**config.mk**
```make
export PLATFORM = sky130hd
export DESIGN_NAME = archive_block_header_walker_flat
export DESIGN_NICKNAME = d
export VERILOG_FILES = /design/src/hbw_pkg.sv /design/src/hbw_in_if.sv /design/src/hbw_out_if.sv /design/src/archive_block_header_walker.sv /design/src/hbw_front.sv /design/src/hbw_back.sv /design/src/flat_wrapper.sv
export SDC_FILE = /design/constraint.sdc
export NUM_CORES = 2
export LEC_CHECK = 0
export BUFFER_PORTS_ARGS = -buffer_cell sky130_fd_sc_hd__buf_2
export CORE_UTILIZATION = 40
export CTS_CLUSTER_DIAMETER = 200
export DETAILED_ROUTE_END_ITERATION = 16
export MAX_ROUTING_LAYER = met4
export SYNTH_ARGS = -nofsm -noshare
export SYNTH_HDL_FRONTEND = slang
export SYNTH_SLANG_ARGS = --single-unit
```
**constraint.sdc**
```tcl
create_clock -name clk_i -period 52.4 [get_ports clk_i]
set_clock_uncertainty 0.2 [all_clocks]
set_input_delay 10.48 -clock clk_i [delete_from_list [all_inputs] [get_ports clk_i]]
set_output_delay 10.48 -clock clk_i [all_outputs]
set_load 0.01 [all_outputs]
```
**src/hbw_pkg.sv**
```systemverilog
// Package for the archive block header walker: item, config and phase types,
// status codes and register indexes. No dependencies.
`default_nettype none

package hbw_pkg;

  localparam int unsigned CFG_IDX_W  = 2;
  localparam int unsigned CFG_DATA_W = 8;

  localparam logic [CFG_IDX_W-1:0] CFG_IDX_SIG_LEN = 2'd0;
  localparam logic [CFG_IDX_W-1:0] CFG_IDX_TARGET  = 2'd1;

  localparam logic [7:0] SIG_LEN_RST = 8'd8;
  localparam logic [7:0] TARGET_RST  = 8'd3;

  localparam int unsigned FIELD_W = 64;
  localparam int unsigned CRC_W   = 32;

  typedef enum logic [1:0] {
    ST_COMPLETE = 2'd0,
    ST_TRUNC    = 2'd1,
    ST_END      = 2'd2,
    ST_BACKSKIP = 2'd3
  } hbw_status_e;

  typedef enum logic [7:0] {
    PH_SIG   = 8'b0000_0001,
    PH_CRC   = 8'b0000_0010,
    PH_HSIZE = 8'b0000_0100,
    PH_TYPE  = 8'b0000_1000,
    PH_FLAGS = 8'b0001_0000,
    PH_EXTRA = 8'b0010_0000,
    PH_DATA  = 8'b0100_0000,
    PH_SKIP  = 8'b1000_0000
  } hbw_phase_e;

  // classified input byte as queued between front and back
  typedef struct packed {
    logic [7:0] value;
    logic [6:0] group;
    logic       cont;
    logic       last;
  } hbw_item_t;

  typedef struct packed {
    logic [7:0] sig_len;
    logic [7:0] target;
  } hbw_cfg_t;

endpackage

`default_nettype wire

```
**src/hbw_in_if.sv**
```systemverilog
// Input channel of the header walker: one archive byte per transaction.
// Standalone; no package needed.
`default_nettype none

interface hbw_in_if;
  logic       valid;
  logic       ready;
  logic [7:0] byte_value;
  logic       last;

  modport source (output valid, output byte_value, output last, input ready);
  modport sink   (input valid, input byte_value, input last, output ready);
endinterface

`default_nettype wire

```
**src/hbw_out_if.sv**
```systemverilog
// Output channel of the header walker: one block descriptor per transaction.
// Standalone; offset width follows OFFSET_BITS.
`default_nettype none

interface hbw_out_if #(
  parameter int unsigned OFFSET_BITS = 48
);
  logic                   valid;
  logic                   ready;
  logic [OFFSET_BITS-1:0] block_offset;
  logic [31:0]            header_crc;
  logic [63:0]            header_size;
  logic [63:0]            block_type;
  logic [63:0]            header_flags;
  logic [63:0]            extra_size;
  logic [63:0]            data_size;
  logic [OFFSET_BITS-1:0] data_offset;
  logic                   is_target;
  logic [1:0]             status;
  logic                   end_of_stream;

  modport source (
    output valid, input ready,
    output block_offset, output header_crc, output header_size, output block_type,
    output header_flags, output extra_size, output data_size, output data_offset,
    output is_target, output status, output end_of_stream
  );
  modport sink (
    input valid, output ready,
    input block_offset, input header_crc, input header_size, input block_type,
    input header_flags, input extra_size, input data_size, input data_offset,
    input is_target, input status, input end_of_stream
  );
endinterface

`default_nettype wire

```
**src/archive_block_header_walker.sv**
```systemverilog
// Sustains one byte per clock while the descriptor output is not stalled: each accepted
// byte is written into a slot of a two-entry queue and consumed from there by the parser,
// and the descriptor it completes is registered in the output stage. The cycle is set
// by the parser step (varint merge plus the saturating header-end or skip-target add
// and compare). No clearing pass after reset; the block takes bytes at once.
// Depends on hbw_pkg, hbw_in_if, hbw_out_if, hbw_front and hbw_back.
`default_nettype none

module archive_block_header_walker
  import hbw_pkg::*;
#(
  parameter int unsigned OFFSET_BITS      = 48,
  parameter int unsigned VARINT_MAX_BYTES = 10
) (
  input  wire logic                  clk_i,
  input  wire logic                  rst_ni,
  input  wire logic                  cfg_we_i,
  input  wire logic [CFG_IDX_W-1:0]  cfg_idx_i,
  input  wire logic [CFG_DATA_W-1:0] cfg_data_i,
  hbw_in_if.sink                     in_ch,
  hbw_out_if.source                  out_ch
);

  hbw_cfg_t  cfg_q;
  hbw_item_t q_item;
  logic      q_valid;
  logic      q_pop;

  always_ff @(posedge clk_i or negedge rst_ni) begin
    if (!rst_ni) begin
      cfg_q.sig_len <= SIG_LEN_RST;
      cfg_q.target  <= TARGET_RST;
    end else if (cfg_we_i) begin
      if (cfg_idx_i == CFG_IDX_SIG_LEN) begin
        cfg_q.sig_len <= cfg_data_i;
      end else if (cfg_idx_i == CFG_IDX_TARGET) begin
        cfg_q.target <= cfg_data_i;
      end
    end
  end

  hbw_front u_front (
    .clk_i     (clk_i),
    .rst_ni    (rst_ni),
    .in_ch     (in_ch),
    .q_item_o  (q_item),
    .q_valid_o (q_valid),
    .q_pop_i   (q_pop)
  );

  hbw_back #(
    .OFFSET_BITS      (OFFSET_BITS),
    .VARINT_MAX_BYTES (VARINT_MAX_BYTES)
  ) u_back (
    .clk_i     (clk_i),
    .rst_ni    (rst_ni),
    .cfg_i     (cfg_q),
    .q_item_i  (q_item),
    .q_valid_i (q_valid),
    .q_pop_o   (q_pop),
    .out_ch    (out_ch)
  );

`ifndef SYNTHESIS
  a_stream_end_flag: assert property (@(posedge clk_i) disable iff (!rst_ni)
    out_ch.valid && (out_ch.status == ST_TRUNC || out_ch.status == ST_END)
      |-> out_ch.end_of_stream)
    else $error("truncated or end marker without end_of_stream");

  a_end_marker_empty: assert property (@(posedge clk_i) disable iff (!rst_ni)
    out_ch.valid && out_ch.status == ST_END
      |-> !out_ch.is_target && out_ch.header_size == '0 && out_ch.data_offset == '0)
    else $error("end marker carries header fields");

  a_hdr_end_order: assert property (@(posedge clk_i) disable iff (!rst_ni)
    out_ch.valid && (out_ch.status == ST_COMPLETE || out_ch.status == ST_BACKSKIP)
      |-> out_ch.data_offset >= out_ch.block_offset)
    else $error("header end before block start");

  a_cfg_target: assert property (@(posedge clk_i) disable iff (!rst_ni)
    cfg_we_i && cfg_idx_i == CFG_IDX_TARGET |=> cfg_q.target == $past(cfg_data_i))
    else $error("target type write lost");
`endif

endmodule

`default_nettype wire

```
**src/hbw_front.sv**
```systemverilog
// Front end: accepts stream bytes, classifies them and holds them in a
// two-entry queue for the parser. Uses hbw_pkg and hbw_in_if.
`default_nettype none

module hbw_front
  import hbw_pkg::*;
(
  input  wire logic  clk_i,
  input  wire logic  rst_ni,
  hbw_in_if.sink     in_ch,
  output hbw_item_t  q_item_o,
  output logic       q_valid_o,
  input  wire logic  q_pop_i
);

  logic [1:0] cnt_q, cnt_d;
  logic       wr_q, rd_q;
  hbw_item_t  slot_q [2];
  hbw_item_t  item;
  logic       push;
  logic       pop;

  always_comb begin
    item.value = in_ch.byte_value;
    item.group = in_ch.byte_value[6:0];
    item.cont  = in_ch.byte_value[7];
    item.last  = in_ch.last;
  end

  assign in_ch.ready = (cnt_q != 2'd2);
  assign push        = in_ch.valid && in_ch.ready;
  assign q_valid_o   = (cnt_q != 2'd0);
  assign pop         = q_pop_i && q_valid_o;
  assign q_item_o    = slot_q[rd_q];

  always_comb begin
    cnt_d = cnt_q;
    if (push && !pop) begin
      cnt_d = cnt_q + 2'd1;
    end else if (pop && !push) begin
      cnt_d = cnt_q - 2'd1;
    end
  end

  always_ff @(posedge clk_i or negedge rst_ni) begin
    if (!rst_ni) begin
      cnt_q <= 2'd0;
      wr_q  <= 1'b0;
      rd_q  <= 1'b0;
    end else begin
      cnt_q <= cnt_d;
      if (push) begin
        wr_q <= ~wr_q;
      end
      if (pop) begin
        rd_q <= ~rd_q;
      end
    end
  end

  always_ff @(posedge clk_i) begin
    if (push) begin
      slot_q[wr_q] <= item;
    end
  end

endmodule

`default_nettype wire

```
**src/hbw_back.sv**
```systemverilog
// Back end: block header phase machine, varint decode, skip tracking and the
// registered descriptor output. Uses hbw_pkg and hbw_out_if.
`default_nettype none

module hbw_back
  import hbw_pkg::*;
#(
  parameter int unsigned OFFSET_BITS      = 48,
  parameter int unsigned VARINT_MAX_BYTES = 10
) (
  input  wire logic       clk_i,
  input  wire logic       rst_ni,
  input  wire hbw_cfg_t   cfg_i,
  input  wire hbw_item_t  q_item_i,
  input  wire logic       q_valid_i,
  output logic            q_pop_o,
  hbw_out_if.source       out_ch
);

  localparam int unsigned OB    = OFFSET_BITS;
  localparam int unsigned CNT_W = $clog2(VARINT_MAX_BYTES + 1);
  localparam logic [OB-1:0] OFF_MAX = {OB{1'b1}};

  function automatic logic [OB-1:0] sat_add(input logic [OB-1:0] a,
                                            input logic [FIELD_W-1:0] b);
    logic [FIELD_W:0] s;
    begin
      s = (FIELD_W + 1)'(a) + (FIELD_W + 1)'(b);
      sat_add = (|s[FIELD_W:OB]) ? OFF_MAX : s[OB-1:0];
    end
  endfunction

  hbw_phase_e phase_q, phase_d, ph;
  logic [OB-1:0]      pos_q, pos_d, next_pos;
  logic [1:0]         crc_cnt_q, crc_cnt_d;
  logic [CNT_W-1:0]   vcnt_q, vcnt_d, vcnt_inc;
  logic [FIELD_W-1:0] acc_q, acc_d, acc_new, shifted, fin_data;
  logic [CRC_W-1:0]   crc_q, crc_d, crc_base;
  logic [FIELD_W-1:0] hsize_q, hsize_d, btype_q, btype_d, flags_q, flags_d;
  logic [FIELD_W-1:0] extra_q, extra_d, data_q, data_d;
  logic [OB-1:0]      hstart_q, hstart_d, hend_q, hend_d, tgt_q, tgt_d, tgt;
  logic [6:0]         sh;
  logic               fire, is_varint, vdone, finish, emit, type_match;
  hbw_status_e        fin_status;

  logic               out_valid_q, out_valid_d, out_load;
  logic [OB-1:0]      o_boff_q, o_boff_d, o_doff_q, o_doff_d;
  logic [CRC_W-1:0]   o_crc_q, o_crc_d;
  logic [FIELD_W-1:0] o_hsize_q, o_hsize_d, o_type_q, o_type_d, o_flags_q, o_flags_d;
  logic [FIELD_W-1:0] o_extra_q, o_extra_d, o_data_q, o_data_d;
  logic               o_tgt_q, o_tgt_d, o_eos_q, o_eos_d;
  hbw_status_e        o_stat_q, o_stat_d;

  assign fire    = q_valid_i && (!out_valid_q || out_ch.ready);
  assign q_pop_o = fire;

  assign next_pos = (pos_q == OFF_MAX) ? pos_q : pos_q + OB'(1);
  assign ph = (phase_q == PH_SIG && pos_q >= OB'(cfg_i.sig_len)) ? PH_CRC : phase_q;
  assign is_varint = (ph == PH_HSIZE) || (ph == PH_TYPE) || (ph == PH_FLAGS) ||
                     (ph == PH_EXTRA) || (ph == PH_DATA);

  assign sh       = 7'(vcnt_q) * 7'd7;
  assign shifted  = sh[6] ? '0 : (FIELD_W'(q_item_i.group) << sh[5:0]);
  assign acc_new  = acc_q | shifted;
  assign vcnt_inc = vcnt_q + CNT_W'(1);
  assign vdone    = !q_item_i.cont || (vcnt_inc >= CNT_W'(VARINT_MAX_BYTES));
  assign fin_data = (ph == PH_DATA) ? acc_new : data_q;
  assign tgt      = sat_add(hend_q, fin_data);
  assign crc_base = (crc_cnt_q == 2'd0) ? '0 : crc_q;

  always_comb begin
    phase_d    = phase_q;
    pos_d      = pos_q;
    crc_cnt_d  = crc_cnt_q;
    vcnt_d     = vcnt_q;
    acc_d      = acc_q;
    crc_d      = crc_q;
    hsize_d    = hsize_q;
    btype_d    = btype_q;
    flags_d    = flags_q;
    extra_d    = extra_q;
    data_d     = data_q;
    hstart_d   = hstart_q;
    hend_d     = hend_q;
    tgt_d      = tgt_q;
    finish     = 1'b0;
    fin_status = ST_COMPLETE;

    if (fire) begin
      pos_d   = next_pos;
      phase_d = ph;
      case (ph)
        PH_CRC: begin
          if (crc_cnt_q == 2'd0) begin
            hstart_d = pos_q;
            hend_d   = '0;
            hsize_d  = '0;
            btype_d  = '0;
            flags_d  = '0;
            extra_d  = '0;
            data_d   = '0;
          end
          crc_d     = crc_base | (CRC_W'(q_item_i.value) << {crc_cnt_q, 3'b000});
          crc_cnt_d = crc_cnt_q + 2'd1;
          if (crc_cnt_q == 2'd3) begin
            phase_d = PH_HSIZE;
            acc_d   = '0;
            vcnt_d  = '0;
          end
        end
        PH_HSIZE: hsize_d = acc_new;
        PH_TYPE:  btype_d = acc_new;
        PH_FLAGS: flags_d = acc_new;
        PH_EXTRA: extra_d = acc_new;
        PH_DATA:  data_d  = acc_new;
        PH_SKIP: begin
          if (next_pos == tgt_q) begin
            phase_d = PH_CRC;
          end
        end
        default: begin
        end
      endcase

      if (is_varint) begin
        acc_d  = acc_new;
        vcnt_d = vcnt_inc;
        if (vdone) begin
          acc_d  = '0;
          vcnt_d = '0;
          case (ph)
            PH_HSIZE: begin
              hend_d  = sat_add(next_pos, acc_new);
              phase_d = PH_TYPE;
            end
            PH_TYPE: phase_d = PH_FLAGS;
            PH_FLAGS: begin
              if (acc_new[0]) begin
                phase_d = PH_EXTRA;
              end else if (acc_new[1]) begin
                phase_d = PH_DATA;
              end else begin
                finish = 1'b1;
              end
            end
            PH_EXTRA: begin
              if (flags_q[1]) begin
                phase_d = PH_DATA;
              end else begin
                finish = 1'b1;
              end
            end
            default: finish = 1'b1;
          endcase
        end
      end

      if (finish) begin
        tgt_d   = tgt;
        phase_d = (tgt <= next_pos) ? PH_CRC : PH_SKIP;
        if (tgt < next_pos) begin
          fin_status = ST_BACKSKIP;
        end
      end
    end
  end

  assign emit       = fire && finish;
  assign type_match = (btype_d == FIELD_W'(cfg_i.target));

  // descriptor build; stream reset on the final byte comes after
  always_comb begin
    out_load  = 1'b0;
    o_boff_d  = hstart_d;
    o_crc_d   = crc_d;
    o_hsize_d = hsize_d;
    o_type_d  = btype_d;
    o_flags_d = flags_d;
    o_extra_d = extra_d;
    o_data_d  = data_d;
    o_doff_d  = hend_d;
    o_tgt_d   = type_match;
    o_stat_d  = fin_status;
    o_eos_d   = q_item_i.last;
    if (emit) begin
      out_load = 1'b1;
    end else if (fire && q_item_i.last) begin
      out_load = 1'b1;
      if ((phase_d == PH_HSIZE) || (phase_d == PH_TYPE) || (phase_d == PH_FLAGS) ||
          (phase_d == PH_EXTRA) || (phase_d == PH_DATA)) begin
        o_stat_d = ST_TRUNC;
        o_tgt_d  = type_match && ((phase_d == PH_FLAGS) || (phase_d == PH_EXTRA) ||
                                  (phase_d == PH_DATA));
      end else begin
        o_stat_d  = ST_END;
        o_boff_d  = '0;
        o_crc_d   = '0;
        o_hsize_d = '0;
        o_type_d  = '0;
        o_flags_d = '0;
        o_extra_d = '0;
        o_data_d  = '0;
        o_doff_d  = '0;
        o_tgt_d   = 1'b0;
      end
    end
    out_valid_d = out_load || (out_valid_q && !out_ch.ready);
  end

  always_ff @(posedge clk_i or negedge rst_ni) begin
    if (!rst_ni) begin
      phase_q     <= PH_SIG;
      pos_q       <= '0;
      crc_cnt_q   <= 2'd0;
      out_valid_q <= 1'b0;
    end else begin
      out_valid_q <= out_valid_d;
      if (fire && q_item_i.last) begin
        phase_q   <= PH_SIG;
        pos_q     <= '0;
        crc_cnt_q <= 2'd0;
      end else begin
        phase_q   <= phase_d;
        pos_q     <= pos_d;
        crc_cnt_q <= crc_cnt_d;
      end
    end
  end

  always_ff @(posedge clk_i) begin
    vcnt_q   <= vcnt_d;
    acc_q    <= acc_d;
    crc_q    <= crc_d;
    hsize_q  <= hsize_d;
    btype_q  <= btype_d;
    flags_q  <= flags_d;
    extra_q  <= extra_d;
    data_q   <= data_d;
    hstart_q <= hstart_d;
    hend_q   <= hend_d;
    tgt_q    <= tgt_d;
    if (out_load) begin
      o_boff_q  <= o_boff_d;
      o_crc_q   <= o_crc_d;
      o_hsize_q <= o_hsize_d;
      o_type_q  <= o_type_d;
      o_flags_q <= o_flags_d;
      o_extra_q <= o_extra_d;
      o_data_q  <= o_data_d;
      o_doff_q  <= o_doff_d;
      o_tgt_q   <= o_tgt_d;
      o_stat_q  <= o_stat_d;
      o_eos_q   <= o_eos_d;
    end
  end

  assign out_ch.valid         = out_valid_q;
  assign out_ch.block_offset  = o_boff_q;
  assign out_ch.header_crc    = o_crc_q;
  assign out_ch.header_size   = o_hsize_q;
  assign out_ch.block_type    = o_type_q;
  assign out_ch.header_flags  = o_flags_q;
  assign out_ch.extra_size    = o_extra_q;
  assign out_ch.data_size     = o_data_q;
  assign out_ch.data_offset   = o_doff_q;
  assign out_ch.is_target     = o_tgt_q;
  assign out_ch.status        = o_stat_q;
  assign out_ch.end_of_stream = o_eos_q;

endmodule

`default_nettype wire

```
**src/flat_wrapper.sv**
```systemverilog
// flat-port wrapper written by rule: the top's interface ports become plain ports
module archive_block_header_walker_flat import hbw_pkg::*;
#(
  parameter int unsigned OFFSET_BITS      = 48,
  parameter int unsigned VARINT_MAX_BYTES = 10
)
  (clk_i, rst_ni, cfg_we_i, cfg_idx_i, cfg_data_i, in_ch_valid, in_ch_byte_value, in_ch_last, in_ch_ready, out_ch_valid, out_ch_ready, out_ch_block_offset, out_ch_header_crc, out_ch_header_size, out_ch_block_type, out_ch_header_flags, out_ch_extra_size, out_ch_data_size, out_ch_data_offset, out_ch_is_target, out_ch_status, out_ch_end_of_stream);
  hbw_in_if in_ch_i ();
  hbw_out_if #(.OFFSET_BITS(OFFSET_BITS)) out_ch_i ();
  input  wire logic clk_i;
  input  wire logic rst_ni;
  input  wire logic cfg_we_i;
  input  wire logic [CFG_IDX_W-1:0] cfg_idx_i;
  input  wire logic [CFG_DATA_W-1:0] cfg_data_i;
  input wire logic [$bits(in_ch_i.valid)-1:0] in_ch_valid;
  input wire logic [$bits(in_ch_i.byte_value)-1:0] in_ch_byte_value;
  input wire logic [$bits(in_ch_i.last)-1:0] in_ch_last;
  output wire logic [$bits(in_ch_i.ready)-1:0] in_ch_ready;
  output wire logic [$bits(out_ch_i.valid)-1:0] out_ch_valid;
  input wire logic [$bits(out_ch_i.ready)-1:0] out_ch_ready;
  output wire logic [$bits(out_ch_i.block_offset)-1:0] out_ch_block_offset;
  output wire logic [$bits(out_ch_i.header_crc)-1:0] out_ch_header_crc;
  output wire logic [$bits(out_ch_i.header_size)-1:0] out_ch_header_size;
  output wire logic [$bits(out_ch_i.block_type)-1:0] out_ch_block_type;
  output wire logic [$bits(out_ch_i.header_flags)-1:0] out_ch_header_flags;
  output wire logic [$bits(out_ch_i.extra_size)-1:0] out_ch_extra_size;
  output wire logic [$bits(out_ch_i.data_size)-1:0] out_ch_data_size;
  output wire logic [$bits(out_ch_i.data_offset)-1:0] out_ch_data_offset;
  output wire logic [$bits(out_ch_i.is_target)-1:0] out_ch_is_target;
  output wire logic [$bits(out_ch_i.status)-1:0] out_ch_status;
  output wire logic [$bits(out_ch_i.end_of_stream)-1:0] out_ch_end_of_stream;
  assign in_ch_i.valid = in_ch_valid;
  assign in_ch_i.byte_value = in_ch_byte_value;
  assign in_ch_i.last = in_ch_last;
  assign in_ch_ready = in_ch_i.ready;
  assign out_ch_valid = out_ch_i.valid;
  assign out_ch_i.ready = out_ch_ready;
  assign out_ch_block_offset = out_ch_i.block_offset;
  assign out_ch_header_crc = out_ch_i.header_crc;
  assign out_ch_header_size = out_ch_i.header_size;
  assign out_ch_block_type = out_ch_i.block_type;
  assign out_ch_header_flags = out_ch_i.header_flags;
  assign out_ch_extra_size = out_ch_i.extra_size;
  assign out_ch_data_size = out_ch_i.data_size;
  assign out_ch_data_offset = out_ch_i.data_offset;
  assign out_ch_is_target = out_ch_i.is_target;
  assign out_ch_status = out_ch_i.status;
  assign out_ch_end_of_stream = out_ch_i.end_of_stream;
  archive_block_header_walker #(.OFFSET_BITS(OFFSET_BITS), .VARINT_MAX_BYTES(VARINT_MAX_BYTES)) u_core (.clk_i(clk_i), .rst_ni(rst_ni), .cfg_we_i(cfg_we_i), .cfg_idx_i(cfg_idx_i), .cfg_data_i(cfg_data_i), .in_ch(in_ch_i), .out_ch(out_ch_i));
endmodule
```
======== Word level (Yosys, flattened, before mapping) ========
Memories as Yosys holds them, arrays and structs flattened.
Cells that the tools add are included.
word-level totals
  bits in latches ......................... 0
  ROM bits ................................ 0
  flip-flop bits (word level) ............. 1095
  memories kept ........................... 1
  logic and storage cells ................. 220
  output and inout bits ................... 454
  input bits .............................. 24
  bits in writable memories ............... 34
operators by class
  equal/unequal tests ..................... 19
  order comparisons ....................... 4
  reduce and logical (&&, ||, !) cells .... 44
  shift-type cells ........................ 2
  div/mod/pow operators ................... 0
  bitwise logic cells ..................... 5
  $mul .................................... 1
  add/subtract/negate cells ............... 7
  mux-type cells .......................... 106
memory list
  name                   depth  width  rd ports  clocked after Yosys merged registers in  write ports  RTL line         RTL
  u_core.u_front.slot_q  2      17     1         0                                        1            hbw_front.sv:18  hbw_item_t slot_q [2];
operator list
  kind                   count
  $mux 64                31
  $mux 48                20
  $pmux 64 s2            5
  $mux 32                6
  $add 48x64->65         2
  $mux 8                 12
  $eq 64x8->1            1
  $or 64x64->64          1
  $shl 7x6->64           1
  $add 48x1->48 const B  1
  $eq 48x48->1           1
  $eq 48x48->1 const B   1
  $ge 48x8->1            1
  $le 48x48->1           1
  $lt 48x48->1           1
  $reduce_or 17->1       2
  $or 32x32->32          1
  $pmux 8 s4             1
  $shl 8x5->32           1
  $mux 2                 11
  $eq 8x3->1 const B     2
  $eq 8x4->1 const B     2
  $eq 8x5->1 const B     2
  $eq 8x6->1 const B     2
  other kinds (25)       79

======== Depth between registers and ports, before layout ========
  depth after elaboration ................. 20
  depth in mapped cells ................... 41
  gate-level depth less buffers ........... 37

======== Hierarchy ========
A second synthesis with hierarchy kept.
unflattened totals
  cells, all modules ...................... 5444
  area, all modules ....................... 52888.2 sq um
by module, submodules not included
  module                       instances  sequential area each (sq um)  area an instance (sq um)  cells an instance
  hbw_back                     1          27502.6                       51353.0                   5356
  hbw_front                    1          640.6                         920.9                     54
  archive_block_header_walker  1          404.1                         614.3                     34

======== Worst setup path after synthesis ========
Ideal clock, no wire load.
  kind .................................... input to register
  start point ............................. input out_ch_ready
  end point ............................... register u_core.u_back.o_boff_q[0] (netlist: u_core.u_back.out_ch.block_offset[0]) (enable)
  library setup time ...................... 1.895 ns
  buffers on the path ..................... 2
  arrival ................................. 42.791 ns
  required time ........................... 50.305 ns
  slack ................................... 7.514 ns
  stages .................................. 6
  cells stage by stage .................... nand2b_1 o21a_1 inv_1 clkbuf_1 buf_1 o21ai_0
between the ends
  longest elaborated chain between the ends .. 5
  elaborated cells between the ends (all ways) .. 7
  classes of those cells .................. 3 x mux; 4 x reduce/logical
RTL lines
  item                                                RTL line                          RTL
  from (decl)                                         flat_wrapper.sv:20                input wire logic [$bits(out_ch_i.ready)-1:0] out_ch_ready;
  $logic_or 1x1->1 *                                  hbw_back.sv:54                    assign fire = q_valid_i && (!out_valid_q || out_ch.ready);
  $logic_and 1x1->1 *                                 hbw_back.sv:54
  $mux 1 / $logic_and 1x1->1 (equally long branches)  hbw_back.sv:89, hbw_back.sv:187
  $logic_and 1x1->1 / $mux 1 (equally long branches)  hbw_back.sv:168, hbw_back.sv:187
  $mux 1 *                                            hbw_back.sv:185                   if (emit) begin
  net u_core.u_back.out_load                          hbw_back.sv:46                    logic out_valid_q, out_valid_d, out_load;
  to (signal assigned)                                hbw_back.sv:243                   o_boff_q <= o_boff_d;
  to (decl)                                           hbw_back.sv:47                    logic [OB-1:0] o_boff_q, o_boff_d, o_doff_q, o_doff_d;
The timed path passes the listed nets; every way through them passes the cells marked *.
A chain may end at the register's enable or synchronous reset.

======== Worst setup path in the final report ========
  start point ............................. input out_ch_ready
  end point ............................... register u_core.u_back.o_extra_q[18] (netlist: u_core.u_back.out_ch.extra_size[18]), data pin
between the ends
  longest elaborated chain between the ends .. 11
  elaborated cells between the ends (all ways) .. 19
  classes of those cells .................. 5 x eq/ne; 6 x mux; 8 x reduce/logical
RTL lines
  item                                             RTL line         RTL
  $logic_or 1x1->1 *                               hbw_back.sv:54
  $logic_and 1x1->1 *                              hbw_back.sv:54
  $mux 8                                           hbw_back.sv:89   if (fire) begin
  $eq 8x3->1 / $eq 8x4->1 (equally long branches)  hbw_back.sv:189  if ((phase_d == PH_HSIZE) || (phase_d == PH_TYPE) || (phase_d == PH_FLAGS) ||
  $logic_or 1x1->1 (3 in a row)                    hbw_back.sv:189
  $logic_or 1x1->1                                 hbw_back.sv:190  (phase_d == PH_EXTRA) || (phase_d == PH_DATA)) begin
  $mux 64                                          hbw_back.sv:189
  $mux 64                                          hbw_back.sv:187  end else if (fire && q_item_i.last) begin
  $mux 64 *                                        hbw_back.sv:185
  net u_core.u_back.o_extra_d[18]                  hbw_back.sv:50   logic [FIELD_W-1:0] o_extra_q, o_extra_d, o_data_q, o_data_d;
  to (signal assigned)                             hbw_back.sv:248  o_extra_q <= o_extra_d;
  to (decl)                                        hbw_back.sv:50
Marks and branches as above.

==> out/metrics.cfg <==
[status]
outcome=completed

[setup_path]
critPathTopFamily=simple AND/OR/NAND/NOR gates
timing.rr.end=u_core.u_back.out_ch.status[0]$_DFFE_PP_
critPathMaxFanout=228
worstReg2RegStart=u_core.u_back.vcnt_q[0]$_SDFFCE_PP0P_
critPathKind=input port to register
worstPathCellList=buf_2 -> nand2b_1 -> o21a_1 -> buf_4 -> inv_1 -> or4_1 -> a311o_1 -> or3_1 -> or3b_1 -> a21oi_2 -> or2_4 -> buf_12 -> and2_1
startpoint=out_ch_ready
r2r_setup_slack_ns=40.07
path_buf_inv=4
cp_slowest_cell=or2_4
cp.arrival_ns=15.59
endpoint_kind=register
cp_num_cells=13
critPathRequiredTime_ns=52.81
cp-endpoint=u_core.u_back.out_ch.extra_size[18]$_DFFE_PP_
slowest_delay_ns=0.87
worst_r2r_path_depth=37
start_kind=input port

[grt]
antenna_found_initial=13
grt_max_degree=229
grt_pass1_vias=40300
grt_use_total_pct=30.6
grt_overflow=0
grt_pass1_wl_mm=286

[yosys]
ys_seq_area_share_pct=54.4
synthTopCellsByArea=edfxtp_1, dfxtp_1, nand2_1
synth-edff-count=586
yosysUniqueCellTypes=93
synth_top_area_cell=edfxtp_1
syn_inst=5288
synthFlopType=edfxtp_1
synth_area_um2=52500
async_flop_share_pct=7.10
synth_seq_cells=1113
synth_area_per_cell_um2=9.93
synth_nets=5482
yosysTopAreaCellShare_pct=33.5
ys_warn_count=0

[placed_design]
numPortBuffers=477
place_congestion=0.989
dpl.cell_count=7292
dpl.hpwl_mm=144

[routing]
wire_per_inst_um=26.9
vias=43200
routed_wirelength_mm=202
drt_iter0_drc=4744
ant_nets=0
drtPass1Iterations=6
drcViolationCount=0
vias_per_cell=5.74

[power]
p_per_area_nw_per_um2=61.3
p_int_mw=2.23
comb_power_share_pct=41.4
p_switching_mw=1.50
clkPwrFrac_pct=22.5
switching_share_pct=40.3
vdd_drop_max_mv=0.0640
seqPwrFrac_pct=36.1
power.leakage_nw=24.7

[die]
die_h_um=364
start_util_pct=40.4
fp.dieW_um=364
fp.dieArea_um2=133000
num_rows=132
ios=478
core_area_um2=130000

[sta]
maxSlewViolCount=0
hold_viol_final=0
setup-violations-final=0
relSlewSlack_pct=17.5
rsz0062_at_grt=false
fin_tns_setup_ns=0
period_share_pct=29.0
tightest_slew_ns=1.24
timing.fmax_mhz=65.9
fin_crit_ns=15.18

[clocking]
clockRootBuffer=clkbuf_16
cts.sink_count=1113
cts_buffers=116
cts_tree=yes
path_clk_slew_ns=0.06
htree_levels=3
post_cts_resized=0
hold_buffers=0
ctsLongestPathBuffers=3
clkLatencyLatePin_ns=0.82
cts_setup_buffers=0

[cells_and_area]
area_growth_pct=15.9
num-nets-final=5862
final_layout_size_suffix_gt1_share_pct=15.5
n_fill_cell=12400
final_cells=7521

[job]
drv_cap=0

[hold_path]
worstHoldStart=u_core.u_back.hstart_q[13]$_DFF_P_
hold_depth=2
min_path_type=register to register

==> final cells by class <==
type                            count  area [µm²]  share of cell area (%)
Antenna cell                        7        17.5                  0.0288
Clock buffer                      158        3220                    5.30
Clock inverter                     64         669                    1.10
Inverter                          206         773                    1.27
Multi-Input combinational cell   3623       22000                    36.2
Sequential cell                  1113       28500                    46.9
Tap cell                         1742        2180                    3.58
Timing Repair Buffer              608        3420                    5.62
==> cell families (layout without fill, tap and decap cells) <==
group / Yosys count / in the layout / share of synthesized area (%)
AND/OR/NAND/NOR: 1931 / 1931 / 17.8
AO/OA/AOI/OAI: 1299 / 1299 / 15.5
flip-flops: 1113 / 1113 / 54.4
buffers and inverters: 552 / 1036 / 4.09
XOR/XNOR: 178 / 178 / 3.05
adder cells (fa/ha/maj): 170 / 170 / 4.14
multiplexers: 45 / 45 / 1.05
other: 0 / 7 / 0
==> sequential cells by signal (all words and copies together), names as in the netlist, 4 cells and up <==
register                           cells
u_core.u_back.flags_q                 64
u_core.u_back.btype_q                 64
u_core.u_back.out_ch.header_flags     64
u_core.u_back.out_ch.header_crc       32
u_core.u_back.tgt_q                   48
u_core.u_back.phase_q                  8
u_core.u_back.data_q                  64
u_core.u_back.out_ch.block_type       64
u_core.u_back.pos_q                   48
u_core.cfg_q                          16
u_core.u_back.vcnt_q                   4
u_core.u_back.out_ch.header_size      64
u_core.u_back.out_ch.data_size        64
u_core.u_back.hstart_q                48
u_core.u_back.out_ch.data_offset      48
u_core.u_back.hend_q                  48
u_core.u_front.slot_q                 18
u_core.u_back.extra_q                 64
u_core.u_back.crc_q                   32
u_core.u_back.out_ch.block_offset     48
u_core.u_back.hsize_q                 64
u_core.u_back.acc_q                   64
u_core.u_back.out_ch.extra_size       64
==> per-stage QoR <==
| stage | utilization (%) | power [mW] | setup WS (ns) | area (µm²) | hold slack (ns) |
|---|---|---|---|---|---|
| 5_1_grt | 46.9 | 3.95 | 36.89 | 60900 | 0.259 |
| 2_1_floorplan | - | 2.51 | 7.51 | 52500 | 0.218 |
| 3_5_place_dp | 43.9 | 2.89 | 36.48 | 57000 | 0.231 |
| 4_1_cts | 46.9 | 3.73 | 37.28 | 60900 | 0.247 |
| 3_3_place_gp | 43.9 | 2.86 | 36.48 | 57000 | 0.227 |
| 6_report | 46.9 | 3.73 | 37.22 | 60900 | 0.242 |
==> cells in the final DEF (no fill, tap or decap), types with 22 or more instances in the layout <==
master / count
and2_1: 362
o31ai_1: 23
edfxtp_1: 586
nand3_1: 103
xnor2_1: 99
o22ai_1: 289
inv_1: 203
a211oi_1: 48
a31oi_1: 45
clkinv_2: 23
clkbuf_1: 28
a21oi_1: 279
a22o_1: 37
nand4_1: 84
dfxtp_1: 448
o21a_1: 26
nor4_1: 52
and3_1: 22
a21o_1: 74
buf_4: 128
dfrtp_1: 75
nand2_1: 769
ha_1: 164
buf_2: 476
xor2_1: 76
o21ai_0: 284
nor2_1: 257
nor3_1: 112
nand2b_1: 25
clkbuf_16: 118
nor2b_1: 27
==> worst min path at each step <==
stage                                               endpoint  slack (ns)
after global placement    u_core.u_back.hstart_q[25]$_DFF_P_        0.23
final                     u_core.u_back.hstart_q[13]$_DFF_P_        0.24
after CTS                  u_core.u_back.hstart_q[3]$_DFF_P_        0.25
after global routing      u_core.u_back.hstart_q[30]$_DFF_P_        0.26
after floorplan            u_core.u_back.hstart_q[7]$_DFF_P_        0.22
after detailed placement  u_core.u_back.hstart_q[30]$_DFF_P_        0.23
==> cells in the mapped netlist (all sizes together) (27+ instances only) <==
library cell    n
nand4          84
nor4           56
buf            34
nor2          260
ha            164
dfxtp         448
clkbuf        312
and2          362
nor2b          27
a22o           37
o22ai         289
xor2           76
xnor2          99
a21oi         295
edfxtp        586
dfrtp          75
a31oi          52
nand3         104
inv           205
a21o           74
nor3          113
a211oi         49
o21ai         291
nand2         772
==> worst register-to-register path, delay by kind of cell, from the launching register on <==
| family | cells | cell delay [ns] |
|---|---|---|
| adders and majority gates | 5 | 1.99 |
| DFF | 1 | 0.74 |
| buffers and inverters | 4 | 1.33 |
| AOI/OAI and AO/OA | 21 | 6.30 |
| and+or+nand+nor | 7 | 1.48 |
==> routing by layer <==
| layer | vias up | global-route usage [%] | routed length [µm] |
|---|---|---|---|
| met3 | 269 | 5.40 | 16600 |
| met5 | - | - | 0 |
| met2 | 1787 | 46.3 | 91600 |
| met1 | 21300 | 41.5 | 87300 |
| met4 | 0 | 9.83 | 6920 |
| li1 | 19800 | - | - |
==> power groups by stage <==
| stage | registers, mW | logic (mW) | clock network, mW |
|---|---|---|---|
| finish | 1.35 | 1.55 | 0.838 |
| global route | 1.37 | 1.70 | 0.885 |
| CTS | 1.35 | 1.53 | 0.851 |
| detailed placement | 1.36 | 1.52 | 0 |
| global placement | 1.36 | 1.50 | 0 |
| floorplan | 1.64 | 0.876 | 0 |
Power figures use the tool's default switching activity.
